### config.mk
export PLATFORM = sky130hd
export DESIGN_NAME = velocity_slew_gate_with_timeout
export DESIGN_NICKNAME = d
export VERILOG_FILES = /design/src/hw/rtl/vsg_pkg.sv /design/src/hw/rtl/vsg_cfg.sv /design/src/hw/rtl/vsg_core.sv /design/src/hw/rtl/velocity_slew_gate_with_timeout.sv
export VERILOG_INCLUDE_DIRS = /design/src /design/src/hw/rtl
export SDC_FILE = /design/constraint.sdc
export NUM_CORES = 1
export LEC_CHECK = 0
export BUFFER_PORTS_ARGS = -buffer_cell sky130_fd_sc_hd__buf_2
export CAP_MARGIN = 5
export CELL_PAD_IN_SITES_DETAIL_PLACEMENT = 0
export CELL_PAD_IN_SITES_GLOBAL_PLACEMENT = 1
export CORE_UTILIZATION = 43
export CTS_CLUSTER_DIAMETER = 200
export DETAILED_ROUTE_END_ITERATION = 12
export PLACE_DENSITY_LB_ADDON = 0.1
export RECOVER_POWER = 25
export SLEW_MARGIN = 15
export SYNTH_ARGS = -nofsm -noshare
export SYNTH_HDL_FRONTEND = slang
export SYNTH_SLANG_ARGS = --single-unit
### constraint.sdc
create_clock -name i_clk -period 11 [get_ports i_clk]
set_input_delay 1.65 -clock i_clk [delete_from_list [all_inputs] [get_ports i_clk]]
set_output_delay 1.65 -clock i_clk [all_outputs]
set_load 0.02 [all_outputs]
### src/hw/rtl/velocity_slew_gate_with_timeout_assert.svh
// ----------------------------------------------------------------------------
// Assertion macros for the velocity slew gate
// Shared concurrent assertion forms, clocked on i_clk and held off in reset.
// ----------------------------------------------------------------------------
`ifndef VELOCITY_SLEW_GATE_WITH_TIMEOUT_ASSERT_SVH
`define VELOCITY_SLEW_GATE_WITH_TIMEOUT_ASSERT_SVH

// Same-cycle implication
`define VSG_ASSERT_IMP(label, ante, cons, msg) \
    label: assert property (@(posedge i_clk) disable iff (!i_rst_n) \
        (ante) |-> (cons)) else $error(msg);

// Next-cycle implication
`define VSG_ASSERT_NXT(label, ante, cons, msg) \
    label: assert property (@(posedge i_clk) disable iff (!i_rst_n) \
        (ante) |=> (cons)) else $error(msg);

`endif

### src/hw/rtl/vsg_pkg.sv
// ----------------------------------------------------------------------------
// vsg_pkg
// Types, codes and reset values shared by the velocity slew gate modules.
// ----------------------------------------------------------------------------
package vsg_pkg;

    // Default widths
    localparam int VEL_WIDTH_DEF   = 16;
    localparam int COUNT_WIDTH_DEF = 16;

    // Fixed field widths
    localparam int STEP_W  = 15;
    localparam int TOUT_W  = 16;
    localparam int KEYS_W  = 16;
    localparam int FUNC_W  = 2;
    localparam int CFG_IDX_W  = 2;
    localparam int CFG_DATA_W = 16;

    // Register reset values
    localparam logic [STEP_W-1:0] LINEAR_STEP_RST = 15'd82;
    localparam logic [STEP_W-1:0] YAW_STEP_RST    = 15'd205;
    localparam logic [TOUT_W-1:0] TIMEOUT_RST     = 16'd12;
    localparam logic [STEP_W-1:0] NEAR_ZERO_RST   = 15'd1;

    // Item kinds
    typedef enum logic [FUNC_W-1:0] {
        FUNC_CMD  = 2'd0,
        FUNC_KEYS = 2'd1,
        FUNC_TICK = 2'd2
    } t_func;

    // Result kinds
    localparam logic CMD_STOP = 1'b0;
    localparam logic CMD_MOVE = 1'b1;

    // Register indexes
    typedef enum logic [CFG_IDX_W-1:0] {
        CFG_LINEAR_STEP = 2'd0,
        CFG_YAW_STEP    = 2'd1,
        CFG_TIMEOUT     = 2'd2,
        CFG_NEAR_ZERO   = 2'd3
    } t_cfg_idx;

    // Configuration register set
    typedef struct packed {
        logic [STEP_W-1:0] linear_step;
        logic [STEP_W-1:0] yaw_step;
        logic [TOUT_W-1:0] timeout_ticks;
        logic [STEP_W-1:0] near_zero_limit;
    } t_cfg;

endpackage

### src/hw/rtl/vsg_cfg.sv
// ----------------------------------------------------------------------------
// vsg_cfg
// Configuration register file: step sizes, watchdog timeout, stop limit.
// ----------------------------------------------------------------------------
module vsg_cfg import vsg_pkg::*; (
    input  logic                  i_clk,
    input  logic                  i_rst_n,
    input  logic                  i_cfg_valid,
    output logic                  o_cfg_ready,
    input  logic [CFG_IDX_W-1:0]  i_cfg_index,
    input  logic [CFG_DATA_W-1:0] i_cfg_data,
    output t_cfg                  o_cfg
);

    t_cfg r_cfg;

    assign o_cfg_ready = 1'b1;
    assign o_cfg       = r_cfg;

    // Write one register per transfer
    always_ff @(posedge i_clk) begin
        if (!i_rst_n) begin
            r_cfg.linear_step     <= LINEAR_STEP_RST;
            r_cfg.yaw_step        <= YAW_STEP_RST;
            r_cfg.timeout_ticks   <= TIMEOUT_RST;
            r_cfg.near_zero_limit <= NEAR_ZERO_RST;
        end else if (i_cfg_valid) begin
            case (t_cfg_idx'(i_cfg_index))
                CFG_LINEAR_STEP: r_cfg.linear_step     <= i_cfg_data[STEP_W-1:0];
                CFG_YAW_STEP:    r_cfg.yaw_step        <= i_cfg_data[STEP_W-1:0];
                CFG_TIMEOUT:     r_cfg.timeout_ticks   <= i_cfg_data[TOUT_W-1:0];
                CFG_NEAR_ZERO:   r_cfg.near_zero_limit <= i_cfg_data[STEP_W-1:0];
                default: ;
            endcase
        end
    end

endmodule

### src/hw/rtl/vsg_core.sv
// ----------------------------------------------------------------------------
// vsg_core
// Mode, goal, watchdog and slew state; computes the result of one item.
// ----------------------------------------------------------------------------
module vsg_core import vsg_pkg::*; #(
    parameter int VEL_WIDTH   = VEL_WIDTH_DEF,
    parameter int COUNT_WIDTH = COUNT_WIDTH_DEF
) (
    input  logic                        i_clk,
    input  logic                        i_rst_n,
    input  t_cfg                        i_cfg,
    input  logic                        i_fire,
    input  logic [FUNC_W-1:0]           i_func,
    input  logic signed [VEL_WIDTH-1:0] i_vel_x,
    input  logic signed [VEL_WIDTH-1:0] i_vel_y,
    input  logic signed [VEL_WIDTH-1:0] i_vel_yaw,
    input  logic [KEYS_W-1:0]           i_keys,
    output logic                        o_has_result,
    output logic                        o_command,
    output logic signed [VEL_WIDTH-1:0] o_vx,
    output logic signed [VEL_WIDTH-1:0] o_vy,
    output logic signed [VEL_WIDTH-1:0] o_vyaw
);

    // Wide enough for a velocity difference and a 15-bit magnitude
    localparam int SW = ((VEL_WIDTH > STEP_W) ? VEL_WIDTH : STEP_W) + 2;
    localparam int CW = (COUNT_WIDTH > TOUT_W) ? COUNT_WIDTH : TOUT_W;

    logic signed [VEL_WIDTH-1:0] r_goal_x, r_goal_y, r_goal_yaw;
    logic signed [VEL_WIDTH-1:0] r_smooth_x, r_smooth_y, r_smooth_yaw;
    logic                        r_auto_on;
    logic                        r_both_held;
    logic [COUNT_WIDTH-1:0]      r_ticks;

    logic                        both, rise, timed_out, all_near;
    logic [COUNT_WIDTH-1:0]      cnt_inc;
    logic signed [VEL_WIDTH-1:0] gx, gy, gw;
    logic signed [VEL_WIDTH-1:0] n_smooth_x, n_smooth_y, n_smooth_yaw;

    // Move cur toward goal by at most step
    function automatic logic signed [VEL_WIDTH-1:0] slew(
        input logic signed [VEL_WIDTH-1:0] cur,
        input logic signed [VEL_WIDTH-1:0] goal,
        input logic [STEP_W-1:0]           step
    );
        logic signed [SW-1:0] d;
        logic signed [SW-1:0] s;
        d = SW'(goal) - SW'(cur);
        s = $signed(SW'(step));
        if (d > s) begin
            d = s;
        end else if (d < -s) begin
            d = -s;
        end
        return cur + d[VEL_WIDTH-1:0];
    endfunction

    // Magnitude strictly below the stop limit
    function automatic logic near_zero(
        input logic signed [VEL_WIDTH-1:0] v,
        input logic [STEP_W-1:0]           limit
    );
        logic signed [SW-1:0] m;
        m = SW'(v);
        if (m < 0) begin
            m = -m;
        end
        return m < $signed(SW'(limit));
    endfunction

    // Key edge and watchdog count
    assign both      = (i_keys[1:0] == 2'b11);
    assign rise      = both && !r_both_held;
    assign cnt_inc   = (r_ticks != '1) ? r_ticks + 1'b1 : r_ticks;
    assign timed_out = CW'(cnt_inc) > CW'(i_cfg.timeout_ticks);

    // Goals after the watchdog, then one slew step
    assign gx = timed_out ? '0 : r_goal_x;
    assign gy = timed_out ? '0 : r_goal_y;
    assign gw = timed_out ? '0 : r_goal_yaw;

    assign n_smooth_x   = slew(r_smooth_x, gx, i_cfg.linear_step);
    assign n_smooth_y   = slew(r_smooth_y, gy, i_cfg.linear_step);
    assign n_smooth_yaw = slew(r_smooth_yaw, gw, i_cfg.yaw_step);

    assign all_near = near_zero(n_smooth_x, i_cfg.near_zero_limit)
                   && near_zero(n_smooth_y, i_cfg.near_zero_limit)
                   && near_zero(n_smooth_yaw, i_cfg.near_zero_limit);

    // Result of the item at the head
    always_comb begin
        o_has_result = 1'b0;
        o_command    = CMD_STOP;
        o_vx         = '0;
        o_vy         = '0;
        o_vyaw       = '0;
        case (t_func'(i_func))
            FUNC_KEYS: begin
                o_has_result = rise && r_auto_on;
            end
            FUNC_TICK: begin
                o_has_result = r_auto_on;
                if (!all_near) begin
                    o_command = CMD_MOVE;
                    o_vx      = n_smooth_x;
                    o_vy      = n_smooth_y;
                    o_vyaw    = n_smooth_yaw;
                end
            end
            default: ;
        endcase
    end

    // Update state when the item is processed
    always_ff @(posedge i_clk) begin
        if (!i_rst_n) begin
            r_goal_x     <= '0;
            r_goal_y     <= '0;
            r_goal_yaw   <= '0;
            r_smooth_x   <= '0;
            r_smooth_y   <= '0;
            r_smooth_yaw <= '0;
            r_auto_on    <= 1'b1;
            r_both_held  <= 1'b0;
            r_ticks      <= '0;
        end else if (i_fire) begin
            case (t_func'(i_func))
                FUNC_CMD: begin
                    if (r_auto_on) begin
                        r_goal_x   <= i_vel_x;
                        r_goal_y   <= i_vel_y;
                        r_goal_yaw <= i_vel_yaw;
                        r_ticks    <= '0;
                    end
                end
                FUNC_KEYS: begin
                    r_both_held <= both;
                    if (rise) begin
                        r_auto_on <= !r_auto_on;
                        if (r_auto_on) begin
                            r_goal_x     <= '0;
                            r_goal_y     <= '0;
                            r_goal_yaw   <= '0;
                            r_smooth_x   <= '0;
                            r_smooth_y   <= '0;
                            r_smooth_yaw <= '0;
                        end else begin
                            r_ticks <= '0;
                        end
                    end
                end
                FUNC_TICK: begin
                    if (r_auto_on) begin
                        r_ticks      <= cnt_inc;
                        r_smooth_x   <= n_smooth_x;
                        r_smooth_y   <= n_smooth_y;
                        r_smooth_yaw <= n_smooth_yaw;
                    end
                end
                default: ;
            endcase
        end
    end

    `include "velocity_slew_gate_with_timeout_assert.svh"

    `VSG_ASSERT_IMP(a_manual_still, !r_auto_on, (r_smooth_x == 0) && (r_smooth_y == 0) && (r_smooth_yaw == 0), "filtered values not zero in manual mode")
    `VSG_ASSERT_NXT(a_cmd_restart, i_fire && (i_func == FUNC_CMD) && r_auto_on, r_ticks == 0, "watchdog not restarted by command")
    `VSG_ASSERT_NXT(a_exit_auto, i_fire && (i_func == FUNC_KEYS) && o_has_result, !r_auto_on && (r_goal_x == 0), "leaving auto mode did not clear state")

endmodule

### src/hw/rtl/velocity_slew_gate_with_timeout.sv
// ----------------------------------------------------------------------------
// velocity_slew_gate_with_timeout
// Three-axis velocity command gate with slew limit and command watchdog.
// ----------------------------------------------------------------------------
// The block takes one item per clock cycle while its output is not stalled:
// an item is registered on transfer, processed from the input register by a
// single slew/clamp pass, and its result (if any) is loaded into the output
// register. Items that give no result never wait.
// Input ready drops only while an item that gives a result meets a full
// output register that the downstream side is not taking. Configuration is
// written through its own port, always ready, and is meant for idle periods.
module velocity_slew_gate_with_timeout import vsg_pkg::*; #(
    parameter int VEL_WIDTH   = VEL_WIDTH_DEF,
    parameter int COUNT_WIDTH = COUNT_WIDTH_DEF
) (
    input  logic                  i_clk,
    input  logic                  i_rst_n,
    // Configuration write channel
    input  logic                  i_cfg_valid,
    output logic                  o_cfg_ready,
    input  logic [CFG_IDX_W-1:0]  i_cfg_index,
    input  logic [CFG_DATA_W-1:0] i_cfg_data,
    // Input stream
    input  logic                  s_axis_tvalid,
    output logic                  s_axis_tready,
    // tdata, low bit up: vel_x, vel_y, vel_yaw, keys, zero fill to bytes
    input  logic [((3*VEL_WIDTH+KEYS_W+7)/8)*8-1:0] s_axis_tdata,
    // tuser: func
    input  logic [FUNC_W-1:0]     s_axis_tuser,
    // Output stream
    output logic                  m_axis_tvalid,
    input  logic                  m_axis_tready,
    // tdata, low bit up: out_vx, out_vy, out_vyaw, zero fill to bytes
    output logic [((3*VEL_WIDTH+7)/8)*8-1:0] m_axis_tdata,
    // tuser: command
    output logic                  m_axis_tuser
);

    localparam int OUT_TDATA_W = ((3*VEL_WIDTH+7)/8)*8;

    t_cfg                        cfg;
    logic                        r_in_valid;
    logic [FUNC_W-1:0]           r_func;
    logic signed [VEL_WIDTH-1:0] r_vel_x, r_vel_y, r_vel_yaw;
    logic [KEYS_W-1:0]           r_keys;
    logic                        r_out_valid;
    logic                        r_command;
    logic signed [VEL_WIDTH-1:0] r_vx, r_vy, r_vyaw;

    logic                        has_result, command, out_free, advance;
    logic signed [VEL_WIDTH-1:0] vx, vy, vyaw;

    vsg_cfg u_cfg (
        .i_clk       (i_clk),
        .i_rst_n     (i_rst_n),
        .i_cfg_valid (i_cfg_valid),
        .o_cfg_ready (o_cfg_ready),
        .i_cfg_index (i_cfg_index),
        .i_cfg_data  (i_cfg_data),
        .o_cfg       (cfg)
    );

    vsg_core #(
        .VEL_WIDTH   (VEL_WIDTH),
        .COUNT_WIDTH (COUNT_WIDTH)
    ) u_core (
        .i_clk        (i_clk),
        .i_rst_n      (i_rst_n),
        .i_cfg        (cfg),
        .i_fire       (advance),
        .i_func       (r_func),
        .i_vel_x      (r_vel_x),
        .i_vel_y      (r_vel_y),
        .i_vel_yaw    (r_vel_yaw),
        .i_keys       (r_keys),
        .o_has_result (has_result),
        .o_command    (command),
        .o_vx         (vx),
        .o_vy         (vy),
        .o_vyaw       (vyaw)
    );

    // Advance the held item if it gives no result or its result has somewhere to go
    assign out_free      = !r_out_valid || m_axis_tready;
    assign advance       = r_in_valid && (!has_result || out_free);
    assign s_axis_tready = !r_in_valid || advance;

    // Input register
    always_ff @(posedge i_clk) begin
        if (!i_rst_n) begin
            r_in_valid <= 1'b0;
        end else if (s_axis_tready) begin
            r_in_valid <= s_axis_tvalid;
        end
    end

    always_ff @(posedge i_clk) begin
        if (s_axis_tvalid && s_axis_tready) begin
            r_func    <= s_axis_tuser;
            r_vel_x   <= s_axis_tdata[VEL_WIDTH-1:0];
            r_vel_y   <= s_axis_tdata[2*VEL_WIDTH-1:VEL_WIDTH];
            r_vel_yaw <= s_axis_tdata[3*VEL_WIDTH-1:2*VEL_WIDTH];
            r_keys    <= s_axis_tdata[3*VEL_WIDTH +: KEYS_W];
        end
    end

    // Output register: load a result, drop it on transfer
    always_ff @(posedge i_clk) begin
        if (!i_rst_n) begin
            r_out_valid <= 1'b0;
        end else if (advance && has_result) begin
            r_out_valid <= 1'b1;
        end else if (m_axis_tready) begin
            r_out_valid <= 1'b0;
        end
    end

    always_ff @(posedge i_clk) begin
        if (advance && has_result) begin
            r_command <= command;
            r_vx      <= vx;
            r_vy      <= vy;
            r_vyaw    <= vyaw;
        end
    end

    assign m_axis_tvalid = r_out_valid;
    assign m_axis_tuser  = r_command;
    assign m_axis_tdata  = OUT_TDATA_W'({r_vyaw, r_vy, r_vx});

endmodule
-- Word level (Yosys, flattened, before mapping)
Index checks and enable logic that the tools add are counted.
- bitwise logic cells: 1
- $add $sub $neg: 12
- reductions and logical operators: 31
- mux-type cells: 35
- order comparisons: 13
- equal/unequal tests: 12
- operators by type and width (operator ; count):
    16-bit 2-to-1 mux ; 21
    16-bit case mux with 2 select lines ; 6
    17-bit by 18-bit less-than comparator with 1-bit output ; 3
    18-bit by 16-bit less-than comparator with 1-bit output ; 3
    18-bit 2-to-1 mux ; 3
    16-bit negator with 18-bit output ; 3
    17-bit by 16-bit > comparator with 1-bit output ; 3
    16-bit by 16-bit subtractor with 17-bit output ; 3
    16-bit adder ; 3
    16-bit by 1-bit less-than comparator with 1-bit output (second input constant) ; 3
    16-bit case mux with 3 select lines ; 1
    15-bit negator with 18-bit output ; 2
    16-bit by 1-bit adder with 16-bit output (second input constant) ; 1
    16-bit > comparator ; 1
    16-bit != test (second input constant) ; 1
    2-bit AND reduction ; 5
    5-bit AND reduction ; 2
    2-bit equality test (second input constant) ; 4
    2-bit by 1-bit != test with 1-bit output (second input constant) ; 4
    1-bit logical AND ; 7
    6-bit AND reduction ; 1
    2-bit nonzero test ; 3
    1-bit zero test ; 5
    2-bit by 1-bit equality test with 1-bit output (second input constant) ; 2
    other kinds (9) ; 14
- register bits after elaboration: 278
- output and inout bits: 52

-- Logic depth before layout (Yosys ltp)
- word-level depth: 15
- mapped depth: 66
- gate-level depth less buffers: 60

-- Modules after synthesis
A second synthesis with hierarchy kept.
- cell total of the unflattened synthesis: 2526
- area, all modules: 22173.8 µm²
- modules (own cells, without submodules) (module ; area an instance (µm²) ; instances ; cells an instance ; seq. area each (µm²)):
    vsg_core ; 16249.3 ; 1 ; 2171 ; 2282.2
    velocity_slew_gate_with_timeout ; 3570.9 ; 1 ; 127 ; 3493.4
    vsg_cfg ; 2353.5 ; 1 ; 228 ; 1221.2

-- Worst setup path after synthesis
No wires, ideal clock.
- path kind: reg-to-reg
- from: register u_core.r_ticks[3]
- to: register r_vy[11], data pin
- arrival time: 11.864 ns
- slack: -1.139 ns
- period minus slack after synthesis: 12.139 ns
- setup time: 0.275 ns
- cell stages (with the launch flop): 63
- data required time: 10.725 ns
- cell sequence: dfxtp_1 > and3_1 > and3_1 > nand3_1 > or3_1 > clkbuf_1 > nand2_1 > nand2_1 > ha_1 > nor2b_1 > o21a_1 > o21a_1 > o21a_1 > o21a_1 > o21a_1 > o21a_1 > o21ai_0 > a31o_2 > (+27 left out) > a21oi_1 > xnor2_1 > xnor2_1 > clkbuf_1 > o41ai_1 > xor2_1 > ha_1 > a2111oi_0 > nand2_1 > nor3_1 > nand3_1 > a21oi_1 > nand3_1 > a41o_1 > a32oi_2 > buf_2 > buf_2 > a21oi_1
- word-level cells in the longest chain between the ends: 15
- ends and longest elaborated chain (element ; line ; source):
    start, declared ; vsg_core.sv:33 ; logic [COUNT_WIDTH-1:0] r_ticks;
    start signal, assigned ; vsg_core.sv:154 ; r_ticks <= cnt_inc;
    16-bit by 1-bit adder with 16-bit output / 16-bit != test (equally long branches) ; vsg_core.sv:74 ; assign cnt_inc = (r_ticks != '1) ? r_ticks + 1'b1 : r_ticks;
    16-bit 2-to-1 mux (*) ; vsg_core.sv:74 ;
    16-bit > comparator (*) ; vsg_core.sv:75 ; assign timed_out = CW'(cnt_inc) > CW'(i_cfg.timeout_ticks);
    16-bit 2-to-1 mux (on tied branches) ; vsg_core.sv:78, vsg_core.sv:79 ;
    16-bit by 16-bit subtractor with 17-bit output ; vsg_core.sv:48 ; d = SW'(goal) - SW'(cur);
    17-bit by 18-bit less-than comparator with 1-bit output ; vsg_core.sv:52 ; end else if (d < -s) begin
    16-bit 2-to-1 mux ; vsg_core.sv:52 ;
    16-bit 2-to-1 mux ; vsg_core.sv:50 ; if (d > s) begin
    16-bit adder ; vsg_core.sv:55 ; return cur + d[VEL_WIDTH-1:0];
    16-bit negator with 18-bit output / 16-bit by 1-bit less-than comparator with 1-bit output (equally long branches) ; vsg_core.sv:66, vsg_core.sv:65 ;
    18-bit 2-to-1 mux ; vsg_core.sv:65 ; if (m < 0) begin
    18-bit by 16-bit less-than comparator with 1-bit output ; vsg_core.sv:68 ; return m < $signed(SW'(limit));
    1-bit logical AND ; vsg_core.sv:87 ; && near_zero(n_smooth_y, i_cfg.near_zero_limit)
    1-bit logical AND ; vsg_core.sv:88 ; && near_zero(n_smooth_yaw, i_cfg.near_zero_limit);
    2-bit OR reduction (no source line) ; n/a ;
    end signal, assigned ; velocity_slew_gate_with_timeout.sv:122 ; r_vy <= vy;
    end, declared ; velocity_slew_gate_with_timeout.sv:48 ; logic signed [VEL_WIDTH-1:0] r_vx, r_vy, r_vyaw;
Every way passes the cells marked *; elsewhere a longest branch is shown, timed or not.
A chain may end at the register's enable or synchronous reset.

-- Final worst setup path
- from: register u_core.r_ticks[5]
- to: register r_vyaw[6], data pin
- word-level cells in the longest chain between the ends: 15
- ends and longest elaborated chain (element ; line ; source):
    16-bit by 1-bit adder with 16-bit output / 16-bit != test (equally long branches) ; vsg_core.sv:74 ;
    16-bit 2-to-1 mux (*) ; vsg_core.sv:74 ;
    16-bit > comparator (*) ; vsg_core.sv:75 ;
    16-bit 2-to-1 mux (on tied branches) ; vsg_core.sv:78, vsg_core.sv:79 ;
    16-bit by 16-bit subtractor with 17-bit output ; vsg_core.sv:48 ;
    17-bit by 18-bit less-than comparator with 1-bit output ; vsg_core.sv:52 ;
    16-bit 2-to-1 mux ; vsg_core.sv:52 ;
    16-bit 2-to-1 mux ; vsg_core.sv:50 ;
    16-bit adder ; vsg_core.sv:55 ;
    16-bit negator with 18-bit output / 16-bit by 1-bit less-than comparator with 1-bit output (equally long branches) ; vsg_core.sv:66, vsg_core.sv:65 ;
    18-bit 2-to-1 mux ; vsg_core.sv:65 ;
    18-bit by 16-bit less-than comparator with 1-bit output ; vsg_core.sv:68 ;
    1-bit logical AND ; vsg_core.sv:87 ;
    1-bit logical AND ; vsg_core.sv:88 ;
    2-bit OR reduction (no source line) ; n/a ;
    end signal, assigned ; velocity_slew_gate_with_timeout.sv:123 ; r_vyaw <= vyaw;
    end, declared ; velocity_slew_gate_with_timeout.sv:48 ;
Marks and branches as above.

==> out/results.tsv <==
metric	value	unit
postLayoutSetupSlackWorst	-638.3	ps
grt_pass1_wl	109400	µm
crit_path_max_fanout	8	
h-tree-depth	2	
start_util	43.75	%
synth-seq-cells	278	
pre_cts_ws	-1190	ps
cp_slowest_stage_delay	380	ps
p_leak	12.40	nW
status	finished, violations left	
synth_most_common_cell	ha_1	
holdBufCountCts	0	
core	49050	µm²
grt_usage	27.92	%
ys_types	87	
die_h	225.4	µm
violations	capacitance limit, slew limit, setup timing	
clk_latency	550	ps
clock_path_buffers	3	
end_kind	flip-flop	
final_cells	3809	
synth-edff-count	101	
finalSetupViolCount	49	
async_reset_ff_share	0	%
critPathKind	flip-flop to flip-flop	
path_clk_slew	60	ps
final_antenna_net_count	0	
skew	15.68	ps
synth.area.top_cells	dfxtp_1 17%, ha_1 15%, edfxtp_1 14%, a21oi_1 5.4%, xnor2_1 4.5%	
required	11280	ps
num_antenna_cells	0	
grt_pass1_vias	19114	
numCtsBuffers	35	
dr.pass1.iters	5	
vias	20463	
ir_drop	0.1828	mV
drt_iter0_markers	1097	
port_buffers	125	
nets	3469	
drive_above_1_share	28.55	%
drc_errors	0	
syn_area	21460	µm²
place_hpwl	55570	µm
yosys.area.top_type	dfxtp_1	
syn_nets	2891	
hp-class	flip-flop to flip-flop	
postLayoutCellArea	28830	µm²
io_pins	141	
drv_slew	19	
fin_crit_sh	105.8	%
place_area	26220	µm²
antenna_found_initial	0	
synth_common_cells	256 x ha_1, 239 x nand2_1, 232 x a21oi_1	
area.growth.synth_to_final	34.34	%
dp_cells	3683	
timing.fmax	85.92	MHz
period_needed	11640	ps
synth_top_area_share	16.51	%
grt_max_degree	107	
cts_tree	done	
drt-total-wl	72170	µm
synth.avg_cell_area	8.449	µm²
tightest_slew	1970	ps
clock-root-buffer	clkbuf_16	
fp.dieArea	50810	µm²
clock-sinks	278	
worst_path_most_repeated_cell	o21a_1	
die_x	225.4	µm
gp_congestion	0.9489	
vias_per_cell	5.372	
power_density	353.7	nW/µm²
synthFlopType	dfxtp_1	
rsz0062_at_grt	true	
arrival	11920	ps
synthCells	2540	
rows	81	
yosys_warnings	0	
wire_per_inst	18.95	µm
drv_cap	1	
grt_overflow	0	
ys_seq_area_share	30.64	%
cp-start-kind	flip-flop	
crit_path_top_delay_cell	or3_4	
hold_violations	0	
timing.slew.headroom	-31.62	%
## layout make-up
type | count | area (µm²)
Tap cell | 664 | 830.8
Timing Repair Buffer | 649 | 4810
Sequential cell | 278 | 6580
Clock buffer | 44 | 919.6
Inverter | 158 | 593.1
Fill cell | 4472 | 20220
Multi-Input combinational cell | 1996 | 14840
Clock inverter | 20 | 255.2
## routing by layer
| layer | global-route usage [%] | vias up | part of all wire, % |
|---|---|---|---|
| li1 | - | 10265 | - |
| met1 | 42.01 | 9670 | 51 |
| met2 | 42.25 | 453 | 43 |
| met3 | 3.207 | 75 | 4.8 |
| met4 | 6.210 | 0 | 1.8 |
| met5 | 0 | - | 0 |
## worst paths after layout
path	end	slack [ps]	cells past startpoint	from
worst min register to register	u_core.r_both_held$_SDFFE_PN0P_	460	2	u_core.r_both_held$_SDFFE_PN0P_
worst max register to register	r_vyaw[6]$_SDFFCE_PP0P_	-640	63	u_core.r_ticks[5]$_SDFFE_PN0P_
worst min-delay path	u_core.r_both_held$_SDFFE_PN0P_	460	2	u_core.r_both_held$_SDFFE_PN0P_
worst max-delay path	r_vyaw[6]$_SDFFCE_PP0P_	-640	63	u_core.r_ticks[5]$_SDFFE_PN0P_
## stage by stage
stage	total power [W]	utilization, %	hold slack [ps]	TNS, ps
3_5_place_dp	0.008119	53.45	456.0	-56080
4_1_cts	0.009690	57.37	464.3	-27230
6_report	0.01020	58.77	463.9	-29430
2_1_floorplan	0.005105	-	438.2	0
3_3_place_gp	0.007990	53.45	447.6	-52710
5_1_grt	0.01096	58.77	493.0	-52500
## cell families after synthesis
family	after synthesis	synth area share (%)
compound gates	720	21.32
xor+xnor	155	6.361
fa+ha+maj	262	15.49
buf+inv	267	4.909
flops	278	30.64
mux	16	0.7637
other cells	1	0.01747
simple gates	841	20.50
## worst max-delay path: cells and delay by family (launching register included)
kind | cells | cell delay (ps)
xor gates and xnor gates | 4 | 670
adders and majority gates | 5 | 1200
AOI/OAI and AO/OA | 30 | 5470
buffers and inverters | 7 | 980
DFF | 1 | 320
and+or+nand+nor | 17 | 2680
## report_power, final
group          internal, W  leakage [nW]  total (W)  switching [W]
sequential         0.00114          2.40    0.00117      0.0000298
clock             0.000719         0.574    0.00119       0.000470
combinational      0.00385          9.43    0.00784        0.00399
## registers in the layout, summed over array words and instances, names as in the netlist
signal	count
r_vel_yaw	16
u_cfg.o_cfg	61
r_vx	16
m_axis_tvalid	1
r_vyaw	16
u_core.r_ticks	16
u_core.r_goal_x	16
u_core.r_smooth_y	16
r_vel_x	16
r_keys	2
r_in_valid	1
u_core.r_smooth_yaw	16
r_vel_y	16
r_vy	16
u_core.r_goal_y	16
u_core.r_both_held	1
u_core.r_auto_on	1
m_axis_tuser	1
u_core.r_smooth_x	16
r_func	2
u_core.r_goal_yaw	16
## placed cells by master (no fill, tap or decap), types with 56 or more instances in the layout
cell      count
nor2_1      113
nor3b_1      56
xnor2_1      90
edfxtp_1    101
a21oi_1     204
inv_1       156
ha_1        245
buf_2       111
and2_1       64
a21boi_0     75
buf_4       494
o21ai_0      84
dfxtp_1     174
nand3_1      56
nor2b_1      98
nand2_1     234
## what timing repair did
action | CTS | global route
gates resized for setup | 101 | 116
gates cloned | 5 | 3
pin swaps | 41 | 80
setup buffers | 29 | 25
setup endpoints to repair | 49 | 49
Power figures use the tool's default switching activity.
